File: config.mk
export PLATFORM = sky130hd
export DESIGN_NAME = jss_stencil
export DESIGN_NICKNAME = d
export VERILOG_FILES = /design/src/rtl/core/jss_pkg.sv /design/src/rtl/core/jss_stencil.sv
export VERILOG_INCLUDE_DIRS = /design/src /design/src/rtl/core
export SDC_FILE = /design/constraint.sdc
export NUM_CORES = 1
export LEC_CHECK = 0
export BUFFER_PORTS_ARGS = -buffer_cell sky130_fd_sc_hd__buf_2
export CORE_ASPECT_RATIO = 1.4
export CORE_MARGIN = 5
export CORE_UTILIZATION = 55
export DETAILED_ROUTE_END_ITERATION = 8
export PLACE_DENSITY = 0.82
export SYNTH_ARGS = -nofsm -noshare
export SYNTH_HDL_FRONTEND = slang
export SYNTH_SLANG_ARGS = --single-unit
export TNS_END_PERCENT = 5
File: constraint.sdc
create_clock -name clock -period 12.4 [get_ports clock]
set_clock_uncertainty 0.1 [all_clocks]
set_input_delay 1.24 -clock clock [delete_from_list [all_inputs] [get_ports clock]]
set_output_delay 1.24 -clock clock [all_outputs]
set_load 0.02 [all_outputs]
File: src/rtl/core/assert_macros.svh
// Assertion macros shared by the stencil sweep RTL.
// Every check is sampled on the rising clock edge.
`ifndef ASSERT_MACROS_SVH
`define ASSERT_MACROS_SVH

// Generic form with an explicit clock and reset.
`define JSS_ASSERT_CLK(label, clk, rst, prop, msg) \
   label: assert property (@(posedge clk) disable iff (rst) prop) \
      else $error(msg);

// Usual form on the block clock, switched off while reset is high.
`define JSS_ASSERT(label, prop, msg) \
   `JSS_ASSERT_CLK(label, clock, reset, prop, msg)

`endif

File: src/rtl/core/jss_pkg.sv
package jss_pkg;

   // Field widths of the stream and configuration ports.
   localparam int VALUE_W    = 24;
   localparam int GRID_W     = 10;
   localparam int POS_W      = 9;
   localparam int CSR_IDX_W  = 2;
   localparam int CSR_DATA_W = 24;
   localparam int REQ_DATA_W = 24;
   localparam int RSP_DATA_W = 72;

   // Configuration register indexes.
   typedef enum logic [CSR_IDX_W-1:0] {
      CSR_GRID_ROWS = 2'd0,
      CSR_GRID_COLS = 2'd1,
      CSR_EPSILON   = 2'd2
   } csr_index_type;

   // Stencil neighbors of one grid point, as read from the line buffers.
   typedef struct packed {
      logic [VALUE_W-1:0] north;
      logic [VALUE_W-1:0] south;
      logic [VALUE_W-1:0] center;
      logic [VALUE_W-1:0] east;
   } taps_type;

   // Position flags of the beat held in stage one.
   typedef struct packed {
      logic [POS_W-1:0] row;
      logic [POS_W-1:0] col;
      logic             emit;
      logic             last;
      logic             pre_clr;
      logic             post_clr;
   } pos_info_type;

   // One result beat.
   typedef struct packed {
      logic [POS_W-1:0]   row;
      logic [POS_W-1:0]   col;
      logic [VALUE_W-1:0] new_temperature;
      logic               sweep_end;
      logic [VALUE_W-1:0] max_change;
      logic               converged;
   } result_type;

endpackage

File: src/rtl/core/jss_stencil.sv
module jss_stencil
   import jss_pkg::*;
(
   input  logic               clock,
   input  logic               reset,
   input  logic               s1_valid,
   input  pos_info_type       s1_info,
   input  taps_type           taps,
   input  logic [VALUE_W-1:0] epsilon,
   input  logic               rsp_tready,
   output logic               s1_adv,
   output logic               rsp_tvalid,
   output result_type         rsp_result
);

`include "assert_macros.svh"

   logic [VALUE_W-1:0] west_ff;
   logic [VALUE_W-1:0] run_max_ff, run_max_in;
   logic               rsp_valid_ff;
   result_type         result_ff, result_in;
   logic [VALUE_W+1:0] sum;
   logic [VALUE_W-1:0] avg, diff, base, newmax;
   logic               out_free, out_load;

   // Stage one drains when it has no result or the output register is free.
   assign out_free = !rsp_valid_ff || rsp_tready;
   assign s1_adv   = s1_valid && (!s1_info.emit || out_free);
   assign out_load = s1_valid && s1_info.emit && out_free;

   // Four-point average and the change against the old value.
   always_comb begin
      sum    = {2'b00, taps.north} + {2'b00, taps.south} + {2'b00, west_ff}
             + {2'b00, taps.east};
      avg    = sum[VALUE_W+1:2];
      diff   = (avg >= taps.center) ? avg - taps.center : taps.center - avg;
      base   = s1_info.pre_clr ? '0 : run_max_ff;
      newmax = (s1_info.emit && (diff > base)) ? diff : base;
      run_max_in = (s1_info.last || s1_info.post_clr) ? '0 : newmax;

      result_in.row             = s1_info.row;
      result_in.col             = s1_info.col;
      result_in.new_temperature = avg;
      result_in.sweep_end       = s1_info.last;
      result_in.max_change      = s1_info.last ? newmax : '0;
      result_in.converged       = s1_info.last && (newmax < epsilon);
   end

   // West window, running maximum and output valid.
   always_ff @(posedge clock) begin
      if (reset) begin
         west_ff      <= '0;
         run_max_ff   <= '0;
         rsp_valid_ff <= 1'b0;
      end else begin
         if (s1_adv) begin
            west_ff    <= taps.center;
            run_max_ff <= run_max_in;
         end
         if (out_load) begin
            rsp_valid_ff <= 1'b1;
         end else if (rsp_tready) begin
            rsp_valid_ff <= 1'b0;
         end
      end
   end

   // Output payload register.
   always_ff @(posedge clock) begin
      if (out_load) begin
         result_ff <= result_in;
      end
   end

   assign rsp_tvalid = rsp_valid_ff;
   assign rsp_result = result_ff;

   `JSS_ASSERT(a_conv_at_end, rsp_valid_ff && result_ff.converged |-> result_ff.sweep_end, "converged flag outside a sweep end")
   `JSS_ASSERT(a_max_clear, out_load && s1_info.last |=> (run_max_ff == '0), "running maximum kept after sweep end")

endmodule

==> impl_metrics.json <==
{
  "outcome": "finished, final reports clean",
  "relative_slew_slack": 0.245,
  "topRoutingLayerUsed": "met4",
  "setup_viol": 0,
  "wl_met1_um": 11300,
  "avgSynthCellArea_um2": 8.77,
  "synthesis_to_layout_area_growth_pct": 18.2,
  "ant_nets": 0,
  "routed_wire_length_on_met2_um": 14600,
  "dominantRegCellSynth": "sky130_fd_sc_hd__edfxtp_1",
  "initial_core_utilization": 0.559,
  "cts_buffers": 17,
  "global_route.usage.total": 0.256,
  "irDropWorstVdd_mv": 0.132,
  "timing.critical_path.mode_cell": "sky130_fd_sc_hd__a21o_1",
  "yosysWarningCount": 0,
  "antenna_cells_inserted": 0,
  "floorplan.die_area_um2": 22500,
  "timing_worst_slew_pin_value_ns": 1.13,
  "cp.arrival_ns": 11.84,
  "clkSinkCount": 117,
  "num_rows": 60,
  "synth-edff-count": 68,
  "internal_power_mw": 1.98,
  "chipHeight_um": 176,
  "fillers": 1586,
  "fraction_of_final_layout_cells_with_drive_strength_greater_than_1": 0.204,
  "yosys_register_bits": 117,
  "grt_pass1_vias": 9823,
  "seq_area_frac_synth": 0.280,
  "insertion_delay_ns": 0.43,
  "route.vias.total": 9570,
  "detail_route.vias_per_cell": 5.62,
  "cts.path.max_buffers": 2,
  "die_w_um": 128,
  "dominant_cells_by_area_after_synthesis": "sky130_fd_sc_hd__edfxtp_1, sky130_fd_sc_hd__ha_1, sky130_fd_sc_hd__fa_1, sky130_fd_sc_hd__dfxtp_1, sky130_fd_sc_hd__inv_1",
  "dr_wl_met3_um": 1700,
  "rsz_0062_raised_after_global_routing": "false",
  "cts_resized": 0,
  "floorplan.core_area_um2": 19300,
  "finalPower_mw": 3.88,
  "hpwlAfterDp_um": 22800,
  "reg2reg_slack_ns": 1.73,
  "swShare": 0.491,
  "grt_first_pass_wirelength_um": 46700,
  "min_period_over_period": 0.942,
  "ys_async_sr_fraction": 0,
  "number_of_failing_hold_endpoints_at_the_final_stage": 0,
  "delay_of_the_slowest_cell_on_the_worst_path_ns": 0.55,
  "drv.max_cap_violation_count": 0,
  "netlist_instances": 1230,
  "slew_viol_final": 0,
  "post_layout_net_count": 1755,
  "crit_path_top_delay_cell": "sky130_fd_sc_hd__or4_1",
  "postCtsHoldBufs": 0,
  "cell_leakage_power_nw": 6.40,
  "power.share.clock": 0.137,
  "final_period_minus_worst_setup_slack_ns": 11.69,
  "power.sequential.fraction": 0.134,
  "drc": 0,
  "clk_pin_slew_ns": 0.06,
  "synth.top_cell.area_share": 0.189,
  "power.switching_mw": 1.90,
  "holdCritPathClass": "reg -> reg",
  "nets_in_the_synthesized_netlist": 1544,
  "htree_num_levels": 4,
  "total_standard_cell_area_after_synthesis_um2": 10800,
  "max_freq_mhz": 85.6,
  "synth_largest_area_cell": "sky130_fd_sc_hd__edfxtp_1",
  "post_cts_buffers": 0,
  "placement.io_buffers": 215,
  "yosysUniqueCellTypes": 72,
  "p_comb_frac": 0.729,
  "worstSetupPathType": "in -> reg",
  "critical_path.startpoint_type": "input port",
  "setup_slack_ns": 0.713,
  "post_drt_wl_per_cell_um": 17.0,
  "worst_ep_required_time_ns": 12.55,
  "overflow_left_after_global_routing": 0,
  "cts_tree": "built",
  "final.setup.tns_ns": 0,
  "drt_pass1_iterations": 7,
  "place_congestion": 0.955,
  "power_per_cell_area_nw_per_um2": 304,
  "crit_fanout": 11,
  "i_o_pins": 216,
  "endpoint_kind": "register",
  "cts_root_buf": "sky130_fd_sc_hd__clkbuf_16",
  "drt-total-wl_um": 28900,
  "post-place-ws_ns": 0.468,
  "detail_route.iter0.violations": 671,
  "grt_start_max_net_pins": 69,
  "number_of_antenna_violations_at_the_first_check_in_global_routing": 0
}
==> cell type report <==
| class | instances | area, um^2 | area share |
|---|---|---|---|
| clock buffer | 17 | 425 | 0.0334 |
| tap | 248 | 310 | 0.0243 |
| timing repair buffer | 236 | 1230 | 0.0968 |
| multi-input combinational | 860 | 6780 | 0.532 |
| clock inverter | 15 | 194 | 0.0152 |
| inverter | 209 | 785 | 0.0615 |
| sequential | 117 | 3020 | 0.237 |
==> metrics by stage <==
step	hold WS (ns)	cells	util	area (um^2)
4_1_cts	0.354	1702	0.661	12700
2_1_floorplan	0.326	1230	-	10800
3_5_place_dp	0.344	1670	0.629	12100
3_3_place_gp	0.339	1670	0.629	12100
5_1_grt	0.368	1702	0.661	12700
6_report	0.355	1702	0.661	12700
==> sequential cells by signal, summed over array words and instances, names as in the netlist <==
name	flops
rsp_result	68
rsp_tvalid	1
run_max_ff	24
west_ff	24
==> per-layer routing <==
metal / up-vias / GRT usage
li1: 4640 / -
met4: 0 / 0.127
met1: 4512 / 0.297
met5: - / 0
met2: 339 / 0.457
met3: 79 / 0.0329
==> cells in the final DEF (no fill, tap or decap), types with 4 or more instances in the layout <==
cell	netlist	routed
sky130_fd_sc_hd__clkbuf_16	0	17
sky130_fd_sc_hd__buf_2	13	215
sky130_fd_sc_hd__o21ai_0	42	42
sky130_fd_sc_hd__o211a_1	4	4
sky130_fd_sc_hd__inv_1	208	208
sky130_fd_sc_hd__a21o_1	58	58
sky130_fd_sc_hd__a21oi_1	88	88
sky130_fd_sc_hd__a211oi_1	4	4
sky130_fd_sc_hd__ha_1	118	118
sky130_fd_sc_hd__o211ai_1	15	15
sky130_fd_sc_hd__dfxtp_1	49	49
sky130_fd_sc_hd__fa_1	50	50
sky130_fd_sc_hd__o31a_1	4	4
sky130_fd_sc_hd__nor3_1	13	13
sky130_fd_sc_hd__nor2_1	62	61
sky130_fd_sc_hd__nand4_1	22	22
sky130_fd_sc_hd__nand2b_1	32	32
sky130_fd_sc_hd__nor4_1	4	4
sky130_fd_sc_hd__o31ai_1	8	8
sky130_fd_sc_hd__buf_4	2	21
sky130_fd_sc_hd__o2111ai_1	5	5
sky130_fd_sc_hd__mux2i_1	15	15
sky130_fd_sc_hd__a31o_2	4	4
sky130_fd_sc_hd__inv_6	0	5
sky130_fd_sc_hd__or2_2	7	7
sky130_fd_sc_hd__nand3b_1	6	6
sky130_fd_sc_hd__or3_1	8	8
sky130_fd_sc_hd__nand3_1	16	16
sky130_fd_sc_hd__a31oi_1	8	8
sky130_fd_sc_hd__and2_1	19	19
sky130_fd_sc_hd__o21a_1	15	15
sky130_fd_sc_hd__nor2b_1	13	13
sky130_fd_sc_hd__or4_1	5	5
sky130_fd_sc_hd__o21bai_1	10	10
sky130_fd_sc_hd__a22o_1	16	16
sky130_fd_sc_hd__xnor2_1	29	29
sky130_fd_sc_hd__xor2_1	13	13
sky130_fd_sc_hd__nand2_1	99	99
sky130_fd_sc_hd__edfxtp_1	68	68
==> cell usage after synthesis (10+ instances only) <==
master,n
sky130_fd_sc_hd__a22o_1,16
sky130_fd_sc_hd__and2_1,19
sky130_fd_sc_hd__buf_2,13
sky130_fd_sc_hd__nand2_1,99
sky130_fd_sc_hd__o211ai_1,15
sky130_fd_sc_hd__inv_1,208
sky130_fd_sc_hd__nor2_1,62
sky130_fd_sc_hd__o21ai_0,42
sky130_fd_sc_hd__nand2b_1,32
sky130_fd_sc_hd__mux2i_1,15
sky130_fd_sc_hd__edfxtp_1,68
sky130_fd_sc_hd__a21o_1,58
sky130_fd_sc_hd__nand4_1,22
sky130_fd_sc_hd__o21bai_1,10
sky130_fd_sc_hd__dfxtp_1,49
sky130_fd_sc_hd__nor3_1,13
sky130_fd_sc_hd__nand3_1,16
sky130_fd_sc_hd__xor2_1,13
sky130_fd_sc_hd__a21oi_1,88
sky130_fd_sc_hd__o21a_1,15
sky130_fd_sc_hd__nor2b_1,13
sky130_fd_sc_hd__clkbuf_1,23
sky130_fd_sc_hd__xnor2_1,29
sky130_fd_sc_hd__ha_1,118
sky130_fd_sc_hd__fa_1,50
==> power by group through the flow <==
stage	Clock [mW]	Sequential, mW	Combinational (mW)
after detailed placement	0	0.527	2.76
after global routing	0.555	0.524	3.13
after CTS	0.536	0.521	2.80
final	0.531	0.520	2.83
after global placement	0	0.527	2.72
after floorplan	0	0.577	1.99
==> worst max-delay path, delay by kind of cell <==
kind / cells / cell delay (ns)
xor+xnor: 1 / 0.20
buf+inv: 3 / 0.18
compound gates: 19 / 4.25
simple gates: 13 / 3.32
fa+ha+maj: 6 / 2.62
==> kinds of logic (layout without fill, tap and decap cells) <==
group / after synthesis / in the layout / synth area share
adder cells (fa/ha/maj): 168 / 168 / 0.230
buffers and inverters: 253 / 477 / 0.0917
AO/OA/AOI/OAI: 309 / 309 / 0.195
AND/OR/NAND/NOR: 323 / 323 / 0.152
XOR/XNOR: 42 / 42 / 0.0341
flip-flops: 117 / 117 / 0.280
multiplexers: 18 / 18 / 0.0171
==> final timing paths <==
kind,from,endpoint,cells past startpoint
worst min-delay path,west_ff[13],west_ff[13],2
worst max-delay path,taps[2],rsp_result[0],42
worst max register to register,west_ff[2],rsp_result[0],40
worst min register to register,west_ff[13],west_ff[13],2
(Power assumes the default switching activity.)
