## config.mk

```make
export PLATFORM = sky130hd
export DESIGN_NAME = jss_pos_ctrl
export DESIGN_NICKNAME = d
export VERILOG_FILES = /design/src/rtl/core/jss_pkg.sv /design/src/rtl/core/jss_pos_ctrl.sv
export VERILOG_INCLUDE_DIRS = /design/src /design/src/rtl/core
export SDC_FILE = /design/constraint.sdc
export NUM_CORES = 1
export LEC_CHECK = 0
export BUFFER_PORTS_ARGS = -buffer_cell sky130_fd_sc_hd__buf_4
export CAP_MARGIN = 10
export CORE_MARGIN = 10
export CORE_UTILIZATION = 55
export DETAILED_ROUTE_END_ITERATION = 10
export PLACE_DENSITY_LB_ADDON = 0.08
export SETUP_SLACK_MARGIN = 0.5
export SLEW_MARGIN = 20
export SYNTH_ARGS = -nofsm -noshare
export SYNTH_HDL_FRONTEND = slang
export SYNTH_SLANG_ARGS = --single-unit
export TNS_END_PERCENT = 5
```

## constraint.sdc

```tcl
create_clock -name clock -period 20.2 [get_ports clock]
set_input_delay 2.02 -clock clock [delete_from_list [all_inputs] [get_ports clock]]
set_output_delay 2.02 -clock clock [all_outputs]
set_load 0.1 [all_outputs]
```

## src/rtl/core/assert_macros.svh

```systemverilog
// Assertion macros shared by the stencil sweep RTL.
// Every check is sampled on the rising clock edge.
`ifndef ASSERT_MACROS_SVH
`define ASSERT_MACROS_SVH

// Generic form with an explicit clock and reset.
`define JSS_ASSERT_CLK(label, clk, rst, prop, msg) \
   label: assert property (@(posedge clk) disable iff (rst) prop) \
      else $error(msg);

// Usual form on the block clock, switched off while reset is high.
`define JSS_ASSERT(label, prop, msg) \
   `JSS_ASSERT_CLK(label, clock, reset, prop, msg)

`endif

```

## src/rtl/core/jss_pkg.sv

```systemverilog
package jss_pkg;

   // Field widths of the stream and configuration ports.
   localparam int VALUE_W    = 24;
   localparam int GRID_W     = 10;
   localparam int POS_W      = 9;
   localparam int CSR_IDX_W  = 2;
   localparam int CSR_DATA_W = 24;
   localparam int REQ_DATA_W = 24;
   localparam int RSP_DATA_W = 72;

   // Configuration register indexes.
   typedef enum logic [CSR_IDX_W-1:0] {
      CSR_GRID_ROWS = 2'd0,
      CSR_GRID_COLS = 2'd1,
      CSR_EPSILON   = 2'd2
   } csr_index_type;

   // Stencil neighbors of one grid point, as read from the line buffers.
   typedef struct packed {
      logic [VALUE_W-1:0] north;
      logic [VALUE_W-1:0] south;
      logic [VALUE_W-1:0] center;
      logic [VALUE_W-1:0] east;
   } taps_type;

   // Position flags of the beat held in stage one.
   typedef struct packed {
      logic [POS_W-1:0] row;
      logic [POS_W-1:0] col;
      logic             emit;
      logic             last;
      logic             pre_clr;
      logic             post_clr;
   } pos_info_type;

   // One result beat.
   typedef struct packed {
      logic [POS_W-1:0]   row;
      logic [POS_W-1:0]   col;
      logic [VALUE_W-1:0] new_temperature;
      logic               sweep_end;
      logic [VALUE_W-1:0] max_change;
      logic               converged;
   } result_type;

endpackage

```

## src/rtl/core/jss_pos_ctrl.sv

```systemverilog
module jss_pos_ctrl
   import jss_pkg::*;
#(
   parameter int MAX_COLS = 512,
   parameter int MAX_ROWS = 512,
   localparam int AW = $clog2(MAX_COLS)
) (
   input  logic              clock,
   input  logic              reset,
   input  logic [GRID_W-1:0] grid_rows,
   input  logic [GRID_W-1:0] grid_cols,
   input  logic              accept,
   input  logic              s1_adv,
   output logic [AW-1:0]     rd_addr,
   output logic              s1_valid,
   output pos_info_type      s1_info
);

`include "assert_macros.svh"

   localparam int RW  = $clog2(MAX_ROWS);
   localparam int RCW = RW + 1;
   localparam int CCW = AW + 1;
   localparam int REW = (RCW > GRID_W) ? RCW : GRID_W;
   localparam int CEW = (CCW > GRID_W) ? CCW : GRID_W;
   localparam int RXW = (RCW > POS_W) ? RCW : POS_W;
   localparam int CXW = (CCW > POS_W) ? CCW : POS_W;

   logic [RW-1:0]     row_cnt_ff, row_cnt_in;
   logic [AW-1:0]     col_cnt_ff, col_cnt_in;
   logic              s1_valid_ff;
   pos_info_type      s1_info_ff, info;
   logic [REW-1:0]    rows_ext;
   logic [CEW-1:0]    cols_ext;
   logic [RCW-1:0]    rows_eff, r_pre, r_cur, r_next;
   logic [CCW-1:0]    cols_eff, c_cur, c_next, c_plus2;
   logic              col_wrap, pre_clr, post_clr, col_end;
   logic [RXW-1:0]    row_m1;
   logic [CXW-1:0]    col_x;

   // Clamp the grid size to the supported range.
   always_comb begin
      rows_ext = REW'(grid_rows);
      cols_ext = CEW'(grid_cols);
      if (rows_ext < REW'(3)) begin
         rows_eff = RCW'(3);
      end else if (rows_ext > REW'(MAX_ROWS)) begin
         rows_eff = RCW'(MAX_ROWS);
      end else begin
         rows_eff = RCW'(rows_ext);
      end
      if (cols_ext < CEW'(3)) begin
         cols_eff = CCW'(3);
      end else if (cols_ext > CEW'(MAX_COLS)) begin
         cols_eff = CCW'(MAX_COLS);
      end else begin
         cols_eff = CCW'(cols_ext);
      end
   end

   // Position of the next beat, wrapped if the grid shrank under the counters.
   always_comb begin
      col_wrap = CCW'(col_cnt_ff) >= cols_eff;
      r_pre    = col_wrap ? RCW'(row_cnt_ff) + RCW'(1) : RCW'(row_cnt_ff);
      pre_clr  = r_pre >= rows_eff;
      r_cur    = pre_clr ? '0 : r_pre;
      c_cur    = col_wrap ? '0 : CCW'(col_cnt_ff);
      c_plus2  = c_cur + CCW'(2);

      info.emit     = (r_cur >= RCW'(2)) && (c_cur >= CCW'(1)) && (c_plus2 <= cols_eff);
      info.last     = (r_cur + RCW'(1) == rows_eff) && (c_plus2 == cols_eff);
      info.pre_clr  = pre_clr;
      row_m1        = RXW'(r_cur) - RXW'(1);
      col_x         = CXW'(c_cur);
      info.row      = row_m1[POS_W-1:0];
      info.col      = col_x[POS_W-1:0];

      // Advance past this beat.
      c_next   = c_cur + CCW'(1);
      col_end  = c_next >= cols_eff;
      r_next   = col_end ? r_cur + RCW'(1) : r_cur;
      post_clr = col_end && (r_next >= rows_eff);
      info.post_clr = post_clr;
      col_cnt_in = col_end ? '0 : c_next[AW-1:0];
      row_cnt_in = post_clr ? '0 : r_next[RW-1:0];
   end

   assign rd_addr = c_cur[AW-1:0];

   // Counters and the stage one valid flag.
   always_ff @(posedge clock) begin
      if (reset) begin
         row_cnt_ff  <= '0;
         col_cnt_ff  <= '0;
         s1_valid_ff <= 1'b0;
      end else begin
         if (accept) begin
            row_cnt_ff  <= row_cnt_in;
            col_cnt_ff  <= col_cnt_in;
            s1_valid_ff <= 1'b1;
         end else if (s1_adv) begin
            s1_valid_ff <= 1'b0;
         end
      end
   end

   // Position flags travel with the beat.
   always_ff @(posedge clock) begin
      if (accept) begin
         s1_info_ff <= info;
      end
   end

   assign s1_valid = s1_valid_ff;
   assign s1_info  = s1_info_ff;

   `JSS_ASSERT(a_s1_fill, accept |=> s1_valid_ff, "accepted beat missing from stage one")
   `JSS_ASSERT(a_post_no_emit, s1_valid_ff && s1_info_ff.post_clr |-> !s1_info_ff.emit, "grid end position flagged for a result")

endmodule

```

==> results of run 1 <==
[critical path, delay by kind of cell]
family	cells	cell delay [ps]
AOI/OAI and AO/OA	11	3070
adders and majority gates	4	1080
buffers and inverters	3	590
xor gates and xnor gates	2	640
and+or+nand+nor	12	2870
[metrics by stage]
stage          hold WS [ps]  setup WS [ps]  cell area [um^2]  total power, uW
2_1_floorplan           459          11550              4270              141
3_3_place_gp            468          10200              4640              156
3_5_place_dp            482           9930              4640              156
4_1_cts                 503          10250              4740              212
5_1_grt                 531           9430              4740              221
6_report                496          10130              4740              212
[cell type report]
type / instances / area [um^2]
Clock inverter: 3 / 25.0
Tap cell: 102 / 128
Multi-Input combinational cell: 398 / 2900
Sequential cell: 41 / 1040
Clock buffer: 5 / 68.8
Timing Repair Buffer: 57 / 428
Inverter: 36 / 143
Fill cell: 659 / 2910
[sequential cells by signal, indices dropped and copies added (netlist names)]
name / cells
s1_info: 22
col_cnt_ff: 9
s1_valid: 1
row_cnt_ff: 9
[power groups by stage]
stage | clock network, uW | registers [uW] | logic [uW]
6_report | 56.8 | 92.3 | 62.5
5_1_grt | 61.4 | 92.6 | 67.4
4_1_cts | 58.0 | 92.3 | 62.2
3_5_place_dp | 0 | 94.3 | 61.9
3_3_place_gp | 0 | 94.1 | 61.4
2_1_floorplan | 0 | 112 | 29.1
[placed cells by master (no fill, tap or decap), drive strengths merged, types with 6 or more instances in the layout]
cell type,count
a21oi,41
ha,56
o21ai,19
buf,57
nor3,11
nand4b,7
nor2,34
nand2,42
dfxtp,19
nand2b,22
nor4,6
inv,34
nand3,28
a21o,9
xnor2,29
nand4,7
xor2,12
a211oi,6
edfxtp,22
[routing by layer]
layer / wire [um] / up-vias / track usage (%)
li1: - / 1865 / -
met5: 0 / - / 0
met2: 4670 / 146 / 26.6
met3: 959 / 13 / 3.69
met1: 5370 / 1740 / 28.2
met4: 131 / 0 / 4.48
[cells by family after synthesis]
logic type                 count (synthesis)
and+or+nand+nor                          185
AOI/OAI and AO/OA                        112
buffers and inverters                     66
adders and majority gates                 56
xor gates and xnor gates                  42
DFF                                       41
muxes                                      3
[worst max-delay path by stage]
| stage | start | to | slack [ps] | cells after the start |
|---|---|---|---|---|
| floorplan | grid_cols[3] | row_cnt_ff[5] | 11550 | 37 |
| global placement | grid_cols[3] | s1_info[0] | 10200 | 33 |
| detailed placement | grid_cols[3] | row_cnt_ff[3] | 9930 | 34 |
| CTS | grid_cols[3] | row_cnt_ff[3] | 10250 | 34 |
| global route | grid_cols[3] | row_cnt_ff[3] | 9430 | 32 |
| finish | grid_cols[3] | row_cnt_ff[5] | 10130 | 32 |
==> results.py, run 1 <==
metrics = {
    "synthesis": {
        "ys_ff_latch": 41,
        "ys_top_cells_by_area": "ha_1, edfxtp_1, dfxtp_1",
        "synth.top_cell.area_share_pct": 16.4,
        "synth_cells": 505,
        "synth_top_family_by_area": "simple AND/OR/NAND/NOR gates",
        "synthSimpleGateAreaFrac_pct": 22.9,
        "yosys_warnings": 0,
        "yosys-mux-area-fraction_pct": 0.761,
        "synthAdderAreaFrac_pct": 16.4,
        "synth-xor-area-share_pct": 9.28,
        "synthesis.area_um2": 4270,
        "synth-async-reset-ratio_pct": 0,
        "yosysMostFrequentCell": "ha_1",
        "yosysSeqAreaShare_pct": 24.4,
        "synth_ff_type": "edfxtp_1",
        "synth_edf_count": 22,
        "yosysUniqueCellTypes": 68,
        "synth.net_count": 585,
        "synth-compound-area-share_pct": 18.7,
        "synth_commonest_cells": "ha_1, nand2_1, a21oi_1",
        "syn_area_per_cell_um2": 8.46,
        "synth_largest_area_cell": "ha_1",
    },
    "pwr": {
        "power.density_cell_area_nw_per_um2": 44.7,
        "pwr-share-comb_pct": 29.5,
        "swShare_pct": 36.4,
        "p_int_uw": 135,
        "clkPwrFrac_pct": 26.8,
        "pwr-share-seq_pct": 43.6,
        "peakVddDrop_mv": 0.0282,
        "power_leakage_uw": 0.00203,
        "p_switching_uw": 76.9,
    },
    "placement": {
        "io_buffers": 55,
        "place_inst": 634,
        "place.gp.congestion": 0.936,
        "dp_hpwl_um": 8760,
    },
    "routing": {
        "drtIter0Drc": 343,
        "ant_nets": 0,
        "num_vias": 3764,
        "post-route-drc-count": 0,
        "firstDrtPassIters": 5,
        "totalWireLength_um": 11100,
        "post_drt_wl_per_cell_um": 17.3,
        "viasPerCell": 5.86,
    },
    "setup_path": {
        "cp_slowest_cell": "and2_1",
        "start_kind": "input pin",
        "critical_path.reg2reg.startpoint": "col_cnt_ff[4]",
        "critPathArrivalTime_ps": 10300,
        "cp_common_cell": "ha_1",
        "worstReg2RegEnd": "row_cnt_ff[5]",
        "path_max_fanout": 21,
        "worstSetupEndpointType": "flop",
        "rr_worst_depth": 28,
        "slowest_delay_ps": 550,
        "worstPathRequired_ps": 20430,
        "critPathKind": "input pin to flop",
        "timing.reg2reg.setup_slack_ps": 12500,
    },
    "floorplanning": {
        "rows": 32,
        "die_w_um": 108,
        "io_pins": 56,
        "dieArea_um2": 11700,
        "fp.coreArea_um2": 7650,
        "initial_core_util_pct": 55.9,
        "fp.dieH_um": 108,
    },
    "clock_network": {
        "cts_resized": 0,
        "h-tree-depth": 2,
        "ctsHoldBuffers": 0,
        "clock-sinks": 41,
        "post_cts_buffers": 0,
        "cts_buffer_depth": 2,
        "cts_tree": "built",
        "cts_made_buffers": 5,
        "path_clk_slew_ps": 80,
        "cts_root_buffer": "clkbuf_8",
        "insertion_delay_ps": 310,
    },
    "cells_and_area": {
        "diodes": 0,
        "fin_cells": 642,
        "drive_gt1_share_pct": 15.7,
        "syn2layout_area_growth_pct": 10.9,
        "final_util_pct": 61.9,
        "num-nets-final": 619,
    },
    "global_routing": {
        "grt_pass1_wl_um": 17800,
        "grt_use_total_pct": 18.8,
        "gr-total-overflow": 0,
        "antenna_found_initial": 0,
        "grt_pass1_vias": 3418,
        "grt_max_degree": 60,
    },
    "status": {
        "outcome": "complete, no violations",
    },
    "worst_hold_path": {
        "worstHoldStart": "s1_valid",
        "hold-path-cell-count": 2,
        "hold_class": "flop to flop",
        "whs_endpoint": "s1_valid",
    },
    "timing": {
        "fin_setup_tns_ps": 0,
        "fin_crit_sh_pct": 49.8,
        "hold_viol_final": 0,
        "final-setup-viol-count": 0,
        "tightest_slew_ps": 704,
        "relSlewSlack_pct": 52.7,
        "max_freq_mhz": 99.4,
        "slew_viol_final": 0,
        "rsz0062_at_grt": "false",
        "finalWorstPathRequiredPeriod_ps": 10070,
        "fin_skew_ps": 10.3,
    },
    "run": {
        "drv_cap": 0,
    },
}
(Power assumes the default switching activity.)
==> run 2: changes to the inputs <==
- clock period: 20.2 -> 9.6 ns (I/O delays scaled with it)
==> results.py, run 2 (synthesis gave the netlist of run 1 again) <==
metrics = {
    "status": {
        "outcome": "complete, no violations",
    },
    "timing": {
        "max_freq_mhz": 119,
        "fin_setup_tns_ps": 0,
        "setup_ws_ps": 1160,
        "final-setup-viol-count": 0,
        "tightest_slew_ps": 724,
        "finalWorstPathRequiredPeriod_ps": 8440,
        "fin_crit_sh_pct": 87.9,
        "rsz0062_at_grt": "false",
        "relSlewSlack_pct": 51.4,
        "slew_viol_final": 0,
        "hold_viol_final": 0,
        "fin_skew_ps": 14.6,
    },
    "cells_and_area": {
        "final_cell_mix": "buf_4, ha_1, nand2_1",
        "largest_reg_flops": 22,
        "syn2layout_area_growth_pct": 11.4,
        "drive_gt1_share_pct": 16.2,
        "final_util_pct": 62.3,
        "mostFrequentLayoutCell": "buf_4",
        "diodes": 0,
        "fin_cells": 644,
        "num-nets-final": 621,
    },
    "routing": {
        "totalWireLength_um": 11300,
        "post_drt_wl_per_cell_um": 17.6,
        "firstDrtPassIters": 5,
        "num_vias": 3826,
        "ant_nets": 0,
        "viasPerCell": 5.94,
        "drtIter0Drc": 288,
        "post-route-drc-count": 0,
    },
    "pwr": {
        "power_leakage_uw": 0.00204,
        "power.density_cell_area_nw_per_um2": 94.2,
        "finalPower_uw": 449,
        "peakVddDrop_mv": 0.0733,
    },
    "worst_hold_path": {
        "hold_class": "flop to flop",
    },
    "floorplanning": {
        "die_w_um": 108,
        "fp.coreArea_um2": 7650,
        "fp.dieH_um": 108,
        "dieArea_um2": 11700,
        "initial_core_util_pct": 55.9,
        "rows": 32,
        "io_pins": 56,
    },
    "placement": {
        "io_buffers": 55,
        "pre_cts_slack_ps": 766,
        "dp_hpwl_um": 8960,
        "place.gp.congestion": 0.929,
        "place_inst": 636,
    },
    "global_routing": {
        "grt_use_total_pct": 19.2,
        "grt_pass1_wl_um": 18200,
        "gr-total-overflow": 0,
        "grt_max_degree": 60,
        "antenna_found_initial": 0,
        "grt_pass1_vias": 3507,
    },
    "clock_network": {
        "cts_buffer_depth": 2,
        "path_clk_slew_ps": 80,
        "cts_tree": "built",
        "h-tree-depth": 2,
        "clock-sinks": 41,
        "cts_root_buffer": "clkbuf_8",
        "insertion_delay_ps": 310,
        "cts_made_buffers": 5,
        "post_cts_buffers": 0,
    },
    "setup_path": {
        "path_max_fanout": 10,
        "worstPathRequired_ps": 9830,
        "critPathArrivalTime_ps": 8670,
        "worstSetupEndpointType": "flop",
        "cp_slowest_cell": "xnor2_1",
        "slowest_delay_ps": 620,
        "critPathKind": "input pin to flop",
        "start_kind": "input pin",
    },
    "run": {
        "drv_cap": 0,
    },
}
-- run 2: final cells by class --
cell class / count / area (um^2)
Clock inverter: 2 / 12.5
Fill cell: 673 / 2890
Multi-Input combinational cell: 398 / 2910
Tap cell: 102 / 128
Clock buffer: 6 / 82.6
Timing Repair Buffer: 59 / 443
Inverter: 36 / 143
Sequential cell: 41 / 1040
-- run 2: routing by layer --
layer	up-vias	global-route usage [%]	routed length (um)
li1	1878	-	-
met1	1777	27.7	5310
met2	163	28.6	4820
met3	8	4.94	1110
met4	0	2.58	89
met5	-	0	0
-- run 2: per-stage QoR --
step	hold WS, ps	cell area [um^2]
after floorplan	459	4270
after global placement	472	4660
after detailed placement	479	4660
after CTS	495	4750
after global routing	546	4760
final	490	4760
-- run 2: repair_timing --
action	4_1_cts	5_1_grt
resized for setup	0	2
hold buffers	0	0
setup endpoints to repair	0	10
-- run 2: worst max-delay path: cells and delay by family --
| kind | cells | cell delay, ps |
|---|---|---|
| mux | 1 | 280 |
| buf+inv | 4 | 520 |
| fa+ha+maj | 4 | 1230 |
| xor+xnor | 1 | 620 |
| compound gates | 15 | 2790 |
| simple gates | 9 | 2260 |
-- run 2: worst paths after layout --
path,depth (start not counted),end,from,slack [ps]
max,34,row_cnt_ff[4],grid_cols[3],1160
min,2,s1_valid,s1_valid,490
max reg2reg,29,row_cnt_ff[4],col_cnt_ff[3],2460
min reg2reg,2,s1_valid,s1_valid,490
-- run 2: where the power goes --
part / internal [uW] / switching, uW / leakage [uW]
Clock: 58.4 / 63.6 / 0.0000492
Sequential: 191 / 2.81 / 0.000354
Combinational: 39.9 / 92.6 / 0.00164
Total: 290 / 159 / 0.00204
